--- src/rtl/core/mtrd_pkg.sv ---
package mtrd_pkg;

   localparam int unsigned MtN = 624;
   localparam int unsigned MtM = 397;
   localparam int unsigned IdxW = 10;
   localparam logic [31:0] MtMatrix = 32'h9908B0DF;
   localparam logic [31:0] MtInitMult = 32'd1812433253;
   localparam logic [31:0] MtTemperB = 32'h9D2C5680;
   localparam logic [31:0] MtTemperC = 32'hEFC60000;
   localparam logic [31:0] SeedReset = 32'd5489;
   localparam int unsigned QueueDepth = 2;

   // configuration register indexes
   localparam logic [0:0] RegSeed = 1'b0;

   typedef enum logic [0:0] {
      FUNC_MOD   = 1'b0,
      FUNC_RANGE = 1'b1
   } func_type;

   // classified job passed from front to back
   typedef struct packed {
      logic        need_word;
      logic        raw;
      logic [31:0] modulus;
      logic [31:0] offset;
   } job_type;

   typedef enum logic [2:0] {
      ST_SEED,
      ST_IDLE,
      ST_TWIST_RD,
      ST_TWIST_WR,
      ST_FETCH,
      ST_FETCH_WAIT,
      ST_DIVIDE,
      ST_DONE
   } back_state_type;

   function automatic logic [31:0] temper(input logic [31:0] w);
      logic [31:0] y;
      y = w ^ (w >> 11);
      y = y ^ ((y << 7) & MtTemperB);
      y = y ^ ((y << 15) & MtTemperC);
      y = y ^ (y >> 18);
      return y;
   endfunction

endpackage

--- src/rtl/core/mtrd_if.sv ---
interface mtrd_req_if;
   import mtrd_pkg::*;
   logic        valid;
   logic        ready;
   logic        func;
   logic [31:0] limit;
   logic [31:0] first_bound;
   logic [31:0] second_bound;
   modport source (output valid, func, limit, first_bound, second_bound, input ready);
   modport sink (input valid, func, limit, first_bound, second_bound, output ready);
endinterface


--- src/rtl/core/mtrd_front.sv ---
module mtrd_front
   import mtrd_pkg::*;
(
   input  logic    clock,
   input  logic    reset,
   mtrd_req_if.sink req,
   output logic    job_valid,
   input  logic    job_ready,
   output job_type job
);

   job_type     q_ff [QueueDepth];
   job_type     q_in;
   logic        wp_ff, rp_ff;
   logic [1:0]  cnt_ff;
   logic        push, pop;
   logic        b_greater;
   logic [31:0] lo, hi, span;

   // classify the incoming word
   always_comb begin
      b_greater = $signed(req.second_bound) > $signed(req.first_bound);
      lo = b_greater ? req.first_bound : req.second_bound;
      hi = b_greater ? req.second_bound : req.first_bound;
      span = hi - lo;
      q_in = '0;
      if (func_type'(req.func) == FUNC_MOD) begin
         q_in.need_word = 1'b1;
         q_in.raw = (req.limit == 32'd0);
         q_in.modulus = req.limit;
      end else begin
         q_in.need_word = (span != 32'd0);
         q_in.raw = 1'b0;
         q_in.modulus = span;
         q_in.offset = (span == 32'd0) ? req.first_bound : lo;
      end
   end

   assign req.ready = (cnt_ff != 2'(QueueDepth));
   assign push = req.valid && req.ready;
   assign job_valid = (cnt_ff != 2'd0);
   assign pop = job_valid && job_ready;
   assign job = q_ff[rp_ff];

   // small job queue
   always_ff @(posedge clock) begin
      if (push) q_ff[wp_ff] <= q_in;
   end

   always_ff @(posedge clock) begin
      if (reset) begin
         wp_ff <= 1'b0;
         rp_ff <= 1'b0;
         cnt_ff <= 2'd0;
      end else begin
         if (push) wp_ff <= ~wp_ff;
         if (pop) rp_ff <= ~rp_ff;
         cnt_ff <= cnt_ff + 2'(push) - 2'(pop);
      end
   end

endmodule

--- src/flat_wrapper.sv ---
// flat-port wrapper written by rule: the top's interface ports become plain ports
module mtrd_front_flat import mtrd_pkg::*;
  (clock, reset, job_valid, job_ready, job, req_valid, req_func, req_limit, req_first_bound, req_second_bound, req_ready);
  mtrd_req_if req_i ();
  input  logic clock;
  input  logic reset;
  output logic job_valid;
  input  logic job_ready;
  output job_type job;
  input wire logic [$bits(req_i.valid)-1:0] req_valid;
  input wire logic [$bits(req_i.func)-1:0] req_func;
  input wire logic [$bits(req_i.limit)-1:0] req_limit;
  input wire logic [$bits(req_i.first_bound)-1:0] req_first_bound;
  input wire logic [$bits(req_i.second_bound)-1:0] req_second_bound;
  output wire logic [$bits(req_i.ready)-1:0] req_ready;
  assign req_i.valid = req_valid;
  assign req_i.func = req_func;
  assign req_i.limit = req_limit;
  assign req_i.first_bound = req_first_bound;
  assign req_i.second_bound = req_second_bound;
  assign req_ready = req_i.ready;
  mtrd_front u_core (.clock(clock), .reset(reset), .req(req_i), .job_valid(job_valid), .job_ready(job_ready), .job(job));
endmodule
--- config.mk ---
export PLATFORM = sky130hd
export DESIGN_NAME = mtrd_front_flat
export DESIGN_NICKNAME = d
export VERILOG_FILES = /design/src/rtl/core/mtrd_pkg.sv /design/src/rtl/core/mtrd_if.sv /design/src/rtl/core/mtrd_front.sv /design/src/flat_wrapper.sv
export SDC_FILE = /design/constraint.sdc
export NUM_CORES = 1
export LEC_CHECK = 0
export BUFFER_PORTS_ARGS = -buffer_cell sky130_fd_sc_hd__buf_2
export CAP_MARGIN = 20
export CELL_PAD_IN_SITES_DETAIL_PLACEMENT = 1
export CELL_PAD_IN_SITES_GLOBAL_PLACEMENT = 1
export CORE_ASPECT_RATIO = 0.8
export CORE_MARGIN = 1.5
export CORE_UTILIZATION = 31
export DETAILED_ROUTE_END_ITERATION = 12
export PLACE_DENSITY_LB_ADDON = 0.1
export SLEW_MARGIN = 20
export SYNTH_ARGS = -nofsm -noshare
export SYNTH_HDL_FRONTEND = slang
export SYNTH_SLANG_ARGS = --single-unit
--- constraint.sdc ---
create_clock -name clock -period 20.3 [get_ports clock]
set_input_delay 4.06 -clock clock [delete_from_list [all_inputs] [get_ports clock]]
set_output_delay 4.06 -clock clock [all_outputs]
set_load 0.05 [all_outputs]
==> impl_metrics.py <==
metrics = {
    "timing": {
        "hold_viol_final": 0,
        "slew_viol_final": 0,
        "slew_headroom_pct": 31.4,
        "max_freq_mhz": 96.3,
        "setup_viol": 0,
        "layout_min_cycle_time_ns": 10.39,
        "holdWs_ns": 0.513,
        "finalWorstSetupSlack_ns": 9.91,
        "finClkSkew_ns": 0.00929,
        "rsz0062_at_grt": "no",
        "finalSetupTns_ns": 0,
        "worst_slew_pin_slew_ns": 1.03,
        "period_share_pct": 51.2,
    },
    "floorplanning": {
        "start_util_pct": 31.5,
        "dieArea_sq_um": 34200,
        "num_rows": 59,
        "io_pins": 169,
        "die_w_um": 206,
        "core_sq_um": 32600,
        "die_h_um": 166,
    },
    "cts": {
        "cts_tree": "built",
        "max-clock-path-buffers": 2,
        "cts_num_sinks": 137,
        "cts_resized": 0,
        "cts.hold.buffers_added": 0,
        "cts_root_buffer": "clkbuf_16",
        "clock_latency_ns": 0.45,
        "postCtsSetupRepairBufs": 0,
        "clkTransAtPathRegs_ns": 0.07,
        "htree_levels": 4,
        "cts_inserted_buffers": 17,
    },
    "critical_path": {
        "cp-start-kind": "input pin",
        "crit_buf_inv": 3,
        "critical_path.top_delay_family": "simple AND/OR/NAND/NOR gates",
        "worst_setup_path_end_kind": "flip-flop",
        "required_ns": 20.45,
        "worstSetupPathType": "input pin to flip-flop",
        "crit_path_cell_trace": "buf_2, inv_1, ha_1, nand4_1, or4_4, o31a_1, o21ai_2, nand3_1, nor2_1, a31oi_1, ha_1, a21o_1, o21ai_0, a41o_1, nor3_1, or4_1, a2111oi_0, nand4_1, nor4_1, nand4_1, and2_2, buf_4, mux2i_1",
        "critPathMaxStageDelay_ns": 0.75,
        "critical_path_arrival_ns": 10.54,
        "path_common_cell": "nand4_1",
        "path_max_fanout": 32,
        "crit_slowest_cell": "a2111oi_0",
    },
    "routing": {
        "drc": 0,
        "wirelength_um": 37300,
        "via_count": 8982,
        "antenna_left": 0,
        "first_pass_iters": 5,
        "post_drt_wl_per_cell_um": 23.2,
        "drt-initial-drc-count": 484,
        "viasPerCell": 5.58,
    },
    "synthesis": {
        "synthFlopType": "edfxtp_1",
        "netlist_area_sq_um": 10200,
        "synth_async_sr_flop_share_pct": 0,
        "syn-num-nets": 1164,
        "ys_warn_count": 0,
        "synth_edf_count": 132,
        "netlist_instances": 1028,
        "yosys_register_bits": 137,
        "synth.distinct_cells": 83,
        "syn_avg_cell_area_sq_um": 9.97,
        "ys_seq_area_share_pct": 39.7,
    },
    "global_routing": {
        "grt_use_total_pct": 22.1,
        "grt_max_degree": 74,
        "antenna_found_initial": 1,
        "grt_pass1_vias": 9271,
        "grt_first_pass_wirelength_um": 56400,
        "grt_remaining_overflow": 0,
    },
    "placed_design": {
        "place_hpwl_um": 28600,
        "io_buffers": 168,
        "dp_cells": 1577,
        "gp_congestion": 0.894,
        "place_ws_ns": 9.53,
    },
    "final_layout": {
        "area_growth_pct": 16.8,
        "layout-drive-gt1-share_pct": 28.5,
        "finalNonFillerCells": 1610,
        "fillCellCount": 3706,
        "final_nets": 1305,
    },
    "power": {
        "clockPowerShare_pct": 23.2,
        "p_comb_share_pct": 46.7,
        "power.leakage_nw": 4.76,
        "swShare_pct": 44.9,
        "total_power_mw": 1.33,
        "p_int_uw": 733,
        "seqPwrFrac_pct": 30.1,
        "p_sw_uw": 598,
        "p_per_area_nw_per_um2": 111,
        "peakVddDrop_mv": 0.0589,
    },
    "outcome": {
        "outcome": "complete, no violations",
    },
    "hold_path": {
        "hp-class": "flip-flop to flip-flop",
    },
    "job": {
        "maxCapViolCount": 0,
    },
}
-- registers in the layout, summed over array words and instances (netlist names), named ones only --
| signal | count |
|---|---|
| u_core.wp_ff | 1 |
| u_core.rp_ff | 1 |
| u_core.cnt_ff | 2 |
| u_core.q_ff | 132 |
-- final cells by class --
cell class	count	area, sq um	share of cell area [%]
tap	427	534	4.47
clock inverter	14	123	1.02
multi-input combinational	787	5710	47.7
sequential	137	4070	34.0
clock buffer	18	429	3.59
inverter	48	180	1.51
antenna	1	2.50	0.0209
timing repair buffer	178	918	7.68
-- Yosys cell counts, types with 5 or more instances --
cell | instances | share of area [%]
o211ai_1 | 11 | 0.81
o21bai_1 | 6 | 0.44
xor2_1 | 7 | 0.60
a31oi_1 | 16 | 0.98
nor3_1 | 18 | 0.88
o221a_2 | 6 | 0.66
inv_1 | 48 | 1.8
o31ai_1 | 14 | 1.0
and2_1 | 14 | 0.85
edfxtp_1 | 132 | 39
xnor2_1 | 14 | 1.2
o221ai_1 | 8 | 0.68
nand2b_1 | 16 | 0.98
nor2b_1 | 18 | 1.1
a221o_1 | 5 | 0.49
nor2_1 | 59 | 2.2
a311oi_1 | 5 | 0.43
o21ai_0 | 25 | 1.2
and4_1 | 6 | 0.51
nor4_1 | 14 | 0.85
or3_1 | 11 | 0.67
mux2_2 | 93 | 10
a221oi_1 | 8 | 0.68
nand2_1 | 127 | 4.7
nand3_1 | 19 | 0.93
o22ai_1 | 7 | 0.43
a22oi_1 | 5 | 0.37
ha_1 | 35 | 4.3
buf_2 | 10 | 0.49
nand4_1 | 21 | 1.3
mux2i_1 | 47 | 4.6
a21o_1 | 12 | 0.88
and3_1 | 17 | 1.0
clkbuf_1 | 38 | 1.4
or2_2 | 7 | 0.43
a21oi_1 | 37 | 1.8
dfxtp_1 | 5 | 0.98
-- tightest hold or removal path, stage by stage, from the launching register on --
cell     delay, ns
dfxtp_1       0.32
xnor2_1       0.08
nor2_1        0.07
-- cell families (layout without fill, tap and decap cells) --
kind of cell,after synthesis,in the layout,synth area share [%]
adder cells (fa/ha/maj),35,35,4.27
buffers and inverters,104,258,4.67
AO/OA/AOI/OAI,223,223,16.4
XOR/XNOR,21,21,1.80
other,0,1,0
multiplexers,140,140,14.8
flip-flops,137,137,39.7
AND/OR/NAND/NOR,368,368,18.4
-- placed cells by master, fill, tap and decap left out, types with 16 or more instances in the layout --
master / n
nor3_1: 18
buf_2: 167
nand2b_1: 16
and3_1: 16
clkbuf_16: 17
nand4_1: 21
nor2b_1: 18
inv_1: 48
mux2i_1: 47
o21ai_0: 25
a31oi_1: 16
edfxtp_1: 132
mux2_2: 93
ha_1: 35
nor2_1: 58
nand3_1: 19
nand2_1: 127
a21oi_1: 37
-- power by group through the flow --
stage	logic, mW	registers, mW	clock network (mW)
floorplan	0.469	0.396	0
global placement	0.627	0.406	0
detailed placement	0.626	0.408	0
CTS	0.629	0.402	0.316
global route	0.663	0.406	0.326
finish	0.622	0.400	0.309
-- metrics by stage --
stage	utilization, %	area (sq um)
finish	36.8	12000
global route	36.7	12000
CTS	36.7	12000
detailed placement	35.1	11400
global placement	35.1	11400
floorplan	-	10200
-- final timing paths --
| check | startpoint | to | slack (ns) | cells after the start |
|---|---|---|---|---|
| setup / recovery | req_first_bound[25] | u_core.q_ff[0][2] | 9.91 | 23 |
| hold / removal | u_core.rp_ff | flip-flop | 0.51 | 2 |
| setup reg to reg | u_core.cnt_ff[0] | u_core.q_ff[1][41] | 18.10 | 4 |
| hold reg to reg | u_core.rp_ff | flip-flop | 0.51 | 2 |
-- layer usage --
| layer | global-route usage (%) | vias to the layer above | share of wire [%] | wire length (um) |
|---|---|---|---|---|
| li1 | - | 4216 | - | - |
| met1 | 30.7 | 4528 | 47 | 17500 |
| met2 | 36.0 | 204 | 47 | 17700 |
| met3 | 3.40 | 34 | 4.5 | 1680 |
| met4 | 4.95 | 0 | 1.1 | 410 |
| met5 | 0 | - | 0 | 0 |
Power figures use the tool's default switching activity.
